**src/hw/rtl/olrb_pkg.sv**
```systemverilog
`timescale 1ns / 1ps
`default_nettype none

package olrb_pkg;

	// Item operation codes
	typedef enum logic [1:0] {
		OP_BEGIN = 2'd0,
		OP_DATA  = 2'd1,
		OP_READ  = 2'd2
	} opcode_t;

	// Result status codes
	typedef enum logic [1:0] {
		ST_OK       = 2'd0,
		ST_TOO_LONG = 2'd1,
		ST_STRAY    = 2'd2
	} status_t;

	localparam int unsigned ByteW = 8;

	typedef logic [ByteW-1:0] byte_t;

endpackage

`default_nettype wire

```
**src/hw/rtl/olrb_ram.sv**
```systemverilog
`timescale 1ns / 1ps
`default_nettype none

module olrb_ram #(
	parameter int unsigned WIDTH = 8,
	parameter int unsigned DEPTH = 256,
	localparam int unsigned AW = (DEPTH > 1) ? $clog2(DEPTH) : 1
) (
	input  wire logic             clk,
	input  wire logic             we,
	input  wire logic [AW-1:0]    waddr,
	input  wire logic [WIDTH-1:0] wdata,
	input  wire logic             re,
	input  wire logic [AW-1:0]    raddr,
	output logic      [WIDTH-1:0] rdata
);

	logic [WIDTH-1:0] mem_q [DEPTH];

	// Write port
	always_ff @(posedge clk) begin
		if (we) begin
			mem_q[waddr] <= wdata;
		end
	end

	// Registered read port
	always_ff @(posedge clk) begin
		if (re) begin
			rdata <= mem_q[raddr];
		end
	end

endmodule

`default_nettype wire

```
**src/hw/rtl/overwriting_log_ring_buffer.sv**
```systemverilog
`timescale 1ns / 1ps
`default_nettype none

// Overwriting log ring buffer: a begin item opens a message of message_length bytes
// (longer than DEPTH/2 is rejected with status 1), data items store one byte each into
// a DEPTH-entry byte RAM and overwrite the oldest bytes once the writer catches the
// reader, and read items return the next unread byte (read_valid 0 when empty). Every
// item yields exactly one result. Begin, data and unused items, and a read that finds
// the buffer empty, go straight to the output register; a read that returns a byte
// passes first through the registered read of the log RAM, and no new item is taken
// meanwhile. The next item is taken in the same cycle as the held result is drained.
// The RAM content is not cleared after reset; the pointer rules never read an entry
// before it is written, so the block is ready at once.
module overwriting_log_ring_buffer
	import olrb_pkg::*;
#(
	parameter int unsigned DEPTH = 256
) (
	input  wire logic             clk,
	input  wire logic             arst_n,
	input  wire logic             item_valid,
	output logic                  item_stall,
	input  wire logic [1:0]       opcode,
	input  wire logic [ByteW-1:0] data_byte,
	input  wire logic [ByteW-1:0] message_length,
	output logic                  result_valid,
	input  wire logic             result_stall,
	output logic      [ByteW-1:0] read_data,
	output logic                  read_valid,
	output logic      [1:0]       status
);

	localparam int unsigned AW      = (DEPTH > 1) ? $clog2(DEPTH) : 1;
	localparam int unsigned HalfLen = DEPTH / 2;

	logic [AW-1:0]    wr_ptr_q;
	logic [AW-1:0]    rd_ptr_q;
	logic             overrun_q;
	logic             wrapped_q;
	logic [ByteW-1:0] remain_q;

	logic             rd_pend_q;
	logic             res_valid_q;
	byte_t            res_data_q;
	logic             res_rvalid_q;
	status_t          res_status_q;

	logic             accept;
	logic             res_free;
	logic [AW-1:0]    wr_next;
	logic [AW-1:0]    rd_eff;
	logic [AW-1:0]    rd_next;
	logic             rd_hit;
	logic             too_long;
	logic             mem_we;
	logic             mem_re;
	byte_t            mem_rdata;

	// Handshake: output register is free when empty or being taken this cycle
	assign res_free   = !res_valid_q || !result_stall;
	assign item_stall = rd_pend_q || !res_free;
	assign accept     = item_valid && !item_stall;

	// Pointer arithmetic modulo DEPTH
	assign wr_next  = (wr_ptr_q == AW'(DEPTH - 1)) ? '0 : wr_ptr_q + AW'(1);
	assign rd_eff   = overrun_q ? (wrapped_q ? wr_next : '0) : rd_ptr_q;
	assign rd_next  = (rd_eff == AW'(DEPTH - 1)) ? '0 : rd_eff + AW'(1);
	assign rd_hit   = (rd_eff != wr_ptr_q);
	assign too_long = (32'(message_length) > 32'(HalfLen));

	assign mem_we = accept && (opcode == OP_DATA) && (remain_q != '0);
	assign mem_re = accept && (opcode == OP_READ) && rd_hit;

	olrb_ram #(
		.WIDTH (ByteW),
		.DEPTH (DEPTH)
	) u_log_ram (
		.clk   (clk),
		.we    (mem_we),
		.waddr (wr_ptr_q),
		.wdata (data_byte),
		.re    (mem_re),
		.raddr (rd_eff),
		.rdata (mem_rdata)
	);

	// Update pointers, flags and remaining message byte count per transaction
	always_ff @(posedge clk or negedge arst_n) begin
		if (!arst_n) begin
			wr_ptr_q  <= '0;
			rd_ptr_q  <= '0;
			overrun_q <= 1'b0;
			wrapped_q <= 1'b0;
			remain_q  <= '0;
		end else if (accept) begin
			unique case (opcode)
				OP_BEGIN: begin
					remain_q <= too_long ? '0 : message_length;
				end
				OP_DATA: begin
					if (remain_q != '0) begin
						remain_q <= remain_q - ByteW'(1);
						wr_ptr_q <= wr_next;
						if (wr_ptr_q == AW'(DEPTH - 1)) begin
							wrapped_q <= 1'b1;
						end
						if (rd_ptr_q == wr_next) begin
							overrun_q <= 1'b1;
						end
					end
				end
				OP_READ: begin
					overrun_q <= 1'b0;
					rd_ptr_q  <= rd_hit ? rd_next : rd_eff;
				end
				default: begin
				end
			endcase
		end
	end

	// Control of the result register
	always_ff @(posedge clk or negedge arst_n) begin
		if (!arst_n) begin
			rd_pend_q   <= 1'b0;
			res_valid_q <= 1'b0;
		end else if (rd_pend_q) begin
			rd_pend_q   <= 1'b0;
			res_valid_q <= 1'b1;
		end else if (accept) begin
			rd_pend_q   <= mem_re;
			res_valid_q <= !mem_re;
		end else if (!result_stall) begin
			res_valid_q <= 1'b0;
		end
	end

	// Load result payload
	always_ff @(posedge clk) begin
		if (rd_pend_q) begin
			res_data_q   <= mem_rdata;
			res_rvalid_q <= 1'b1;
			res_status_q <= ST_OK;
		end else if (accept) begin
			res_data_q   <= '0;
			res_rvalid_q <= 1'b0;
			unique case (opcode)
				OP_BEGIN: res_status_q <= too_long ? ST_TOO_LONG : ST_OK;
				OP_DATA:  res_status_q <= (remain_q == '0) ? ST_STRAY : ST_OK;
				default:  res_status_q <= ST_OK;
			endcase
		end
	end

	assign result_valid = res_valid_q;
	assign read_data    = res_data_q;
	assign read_valid   = res_rvalid_q;
	assign status       = res_status_q;

endmodule

`default_nettype wire
```
**config.mk**
```make
export PLATFORM = sky130hd
export DESIGN_NAME = overwriting_log_ring_buffer
export DESIGN_NICKNAME = d
export VERILOG_FILES = /design/src/hw/rtl/olrb_pkg.sv /design/src/hw/rtl/olrb_ram.sv /design/src/hw/rtl/overwriting_log_ring_buffer.sv
export SDC_FILE = /design/constraint.sdc
export NUM_CORES = 2
export LEC_CHECK = 0
export ABC_CLOCK_PERIOD_IN_PS = 4800
export BUFFER_PORTS_ARGS = -buffer_cell sky130_fd_sc_hd__clkbuf_2
export CAP_MARGIN = 20
export CORE_UTILIZATION = 30
export CTS_CLUSTER_DIAMETER = 40
export DETAILED_ROUTE_END_ITERATION = 16
export GPL_TIMING_DRIVEN = 1
export MAX_ROUTING_LAYER = met4
export PLACE_DENSITY = 0.44
export RECOVER_POWER = 50
export SLEW_MARGIN = 20
export SYNTH_ARGS = -nofsm -noshare
export SYNTH_HDL_FRONTEND = slang
export SYNTH_SLANG_ARGS = --single-unit
```
**constraint.sdc**
```tcl
create_clock -name clk -period 4.8 [get_ports clk]
set_input_delay 0.96 -clock clk [delete_from_list [all_inputs] [get_ports clk]]
set_output_delay 0.96 -clock clk [all_outputs]
set_load 0.02 [all_outputs]
```
==> impl_results.md <==
- Status: finished with violations
- Violated checks: capacitance limit, slew limit
- Total power: 51930 µW
- Final-stage net count: 6620
- Die Y: 532.9 µm
- H-tree levels: 5
- Setup Viol. Count Final: 0
- GPL Wtd Cong: 0.8762
- Final HPWL DP: 181700 µm
- Worst Setup Path Type: flop to flop
- Max VDD drop: 0.4595 mV
- Worst setup margin: 0.01637 ns
- Final setup TNS: 0 ns
- DR DRC count: 0
- Final instance area: 104200 µm²
- Post-Synthesis Cell Area: 84560 µm²
- CP endpoint kind: flop
- All-layer global routing usage: 0.2074
- Via density: 5.187
- Fmax: 209.0 MHz
- Most common cell after layout, fill and taps aside: edfxtp_1
- Core Util, Final: 0.3724
- Clk Latency, worst-skew pair: 0.96 ns
- #FFs+latches synth: 2095
- Via count: 55120
- Routed len/inst: 27.43 µm
- Most frequent cells in the layout: 2064 x edfxtp_1, 1388 x nand2_1, 629 x nand3_1
- Routed wire length: 291500 µm
- 1st-iter DRT viols: 5744
- Starting Density: 0.3021
- Post-synthesis area per instance: 13.85 µm²
- Origin of the critical flop-to-flop path: wr_ptr_q[0]
- Clock sink count: 2095
- First-pass GRT wire length: 412900 µm
- Post-synthesis sequential area ratio: 0.7420
- DRT Pass-1 Iters: 6
- HP Class: input port to flop
- Layout cell share with drive strength beyond 1: 0.1813
- WP data required: 5.49 ns
- Syn Inst Count: 6104
- Synth async-reset ratio: 0.01337
- Hold path start: message_length[7]
- Distinct cells, synth: 84
- Area growth syn-to-layout: 23.26%
- Post-synth EDFFs: 2064
- Vias in the first global route: 53550
- CP startpoint: wr_ptr_q[0]
- Clock tree buffer depth: 4
- P_leak: 0.03525 µW
- # IOs: 35
- Crit Path Max Fanout: 53
- Initial antenna violation count: 21
- Worst Max-Slew Pin Slew: 4.735 ns
- Final Slew Violations: 1273
- Synth Flop Type: edfxtp_1
- Post-CTS setup buffer count: 0
- YS warnings: 0
- Root Driver: clkbuf_16
- Antenna Violating Nets Remaining: 0
- Core area: 279900 µm²
- Placed Area: 92050 µm²
- Largest net degree at the start of global routing: 118
- Die X: 532.9 µm
- Congestion Overflow GR: 0
- Tcrit/Tclk final: 0.9966
- Critical path launch point type: flop
- Fin. Hold Viols: 0
- Port-buffer cells: 34
- Worst-path clk slew: 0.05 ns
- Clock skew: 0.09700 ns
- Pre-CTS WS: -0.09832 ns
- CTS tree: built
- Max Cap Viol: 16
- CTS Buf Count: 376
- Post-route minimum period: 4.784 ns
- P per Cell Area: 498.3 nW/µm²
- DIE AREA: 284000 µm²
- Critical path arrival: 5.47 ns
- RSZ-0062 raised after global routing: true
- Floorplan row count: 194
- Slew HR: -2.157
- Net Count, Synth: 6136
final cells by class:
cell class	count	area [µm²]
Antenna cell	18	45.04
Clock buffer	408	9572
Clock inverter	267	2693
Fill cell	26590	175700
Inverter	18	82.58
Multi-Input combinational cell	3573	19960
Sequential cell	2095	62740
Tap cell	3724	4659
Timing Repair Buffer	524	4469
cells in the mapped netlist, drive strengths merged (6+ instances only):
| cell type | instances | area (µm²) |
|---|---|---|
| nand3 | 631 | 3163 |
| nand4 | 8 | 50.05 |
| and4 | 6 | 52.55 |
| a21o | 14 | 105.1 |
| and3 | 144 | 905.9 |
| buf | 291 | 1551 |
| mux2i | 138 | 1381 |
| o21ai | 77 | 385.4 |
| xor2 | 7 | 61.31 |
| a221oi | 21 | 183.9 |
| a211oi | 85 | 638.1 |
| a2111oi | 7 | 61.31 |
| o31a | 6 | 52.55 |
| a31oi | 154 | 969.7 |
| a22oi | 30 | 225.2 |
| nor4 | 25 | 156.4 |
| xnor2 | 19 | 166.4 |
| nor3 | 33 | 170.2 |
| dfrtp | 28 | 700.7 |
| and2 | 11 | 68.82 |
| inv | 18 | 67.57 |
| o22ai | 20 | 131.4 |
| or4 | 15 | 116.4 |
| a21oi | 156 | 784.5 |
| nand2 | 1402 | 5263 |
| mux4 | 80 | 1817 |
| edfxtp | 2064 | 61980 |
| nor2 | 295 | 1144 |
| nor2b | 13 | 81.33 |
| a32oi | 66 | 578.1 |
| clkbuf | 127 | 476.7 |
| o211ai | 9 | 67.56 |
| a311oi | 33 | 289.0 |
| ha | 10 | 125.1 |
what timing repair did:
action / 4_1_cts / 5_1_grt
hold buffers: 0 / 0
setup endpoints to repair: 1 / 5
resized for setup: 1 / 10
routing by layer:
layer	part of all wire	GRT usage
met2	0.46	0.3166
met4	0.029	0.06307
met5	0	-
met1	0.44	0.2842
met3	0.065	0.03168
kinds of logic after synthesis:
kind of cell / after synthesis / synth area share
AND/OR/NAND/NOR: 2597 / 0.1333
flip-flops: 2095 / 0.7420
AO/OA/AOI/OAI: 722 / 0.05793
buffers and inverters: 436 / 0.02479
multiplexers: 218 / 0.03782
XOR/XNOR: 26 / 0.002693
adder cells (fa/ha/maj): 10 / 0.001480
critical path, cell delays in order, from the launching register on:
cell	delay [ns]
dfrtp_1	0.45
inv_1	0.16
ha_1	0.43
and3_1	0.26
nor2_4	0.08
inv_8	0.48
buf_12	0.28
buf_4	0.37
mux4_2	0.38
nand2_1	0.08
o21ai_0	0.06
or4_1	0.58
nor3_1	0.56
buf_4	0.25
nor4_1	0.06
metrics by stage:
| step | std cells | hold slack, ns |
|---|---|---|
| after floorplan | 6104 | 0.4843 |
| after global placement | 9932 | 0.4629 |
| after detailed placement | 9933 | 0.4656 |
| after CTS | 10610 | 0.09592 |
| after global routing | 10630 | 0.2758 |
| final | 10630 | 0.2705 |
registers in the layout (all words and copies together) (netlist names):
signal,count
rd_ptr_q,8
read_valid,1
u_log_ram.mem_q,2048
remain_q,8
wrapped_q,1
rd_pend_q,1
wr_ptr_q,8
status,2
u_log_ram.rdata,8
overrun_q,1
result_valid,1
read_data,8
power breakdown:
group          internal, µW  switching (µW)
registers             20200             119
logic                  1720            4000
clock network         16500            9300
worst paths after layout:
check	end	slack, ns	depth (start not counted)
max	u_log_ram.rdata[7]	0.02	14
min	status[0]	0.27	3
min in group asynchronous	result_valid	0.55	1
max reg2reg	u_log_ram.rdata[7]	0.02	14
max in group asynchronous	wr_ptr_q[1]	3.07	1
min reg2reg	read_valid	0.47	2
Power figures use the tool's default switching activity.
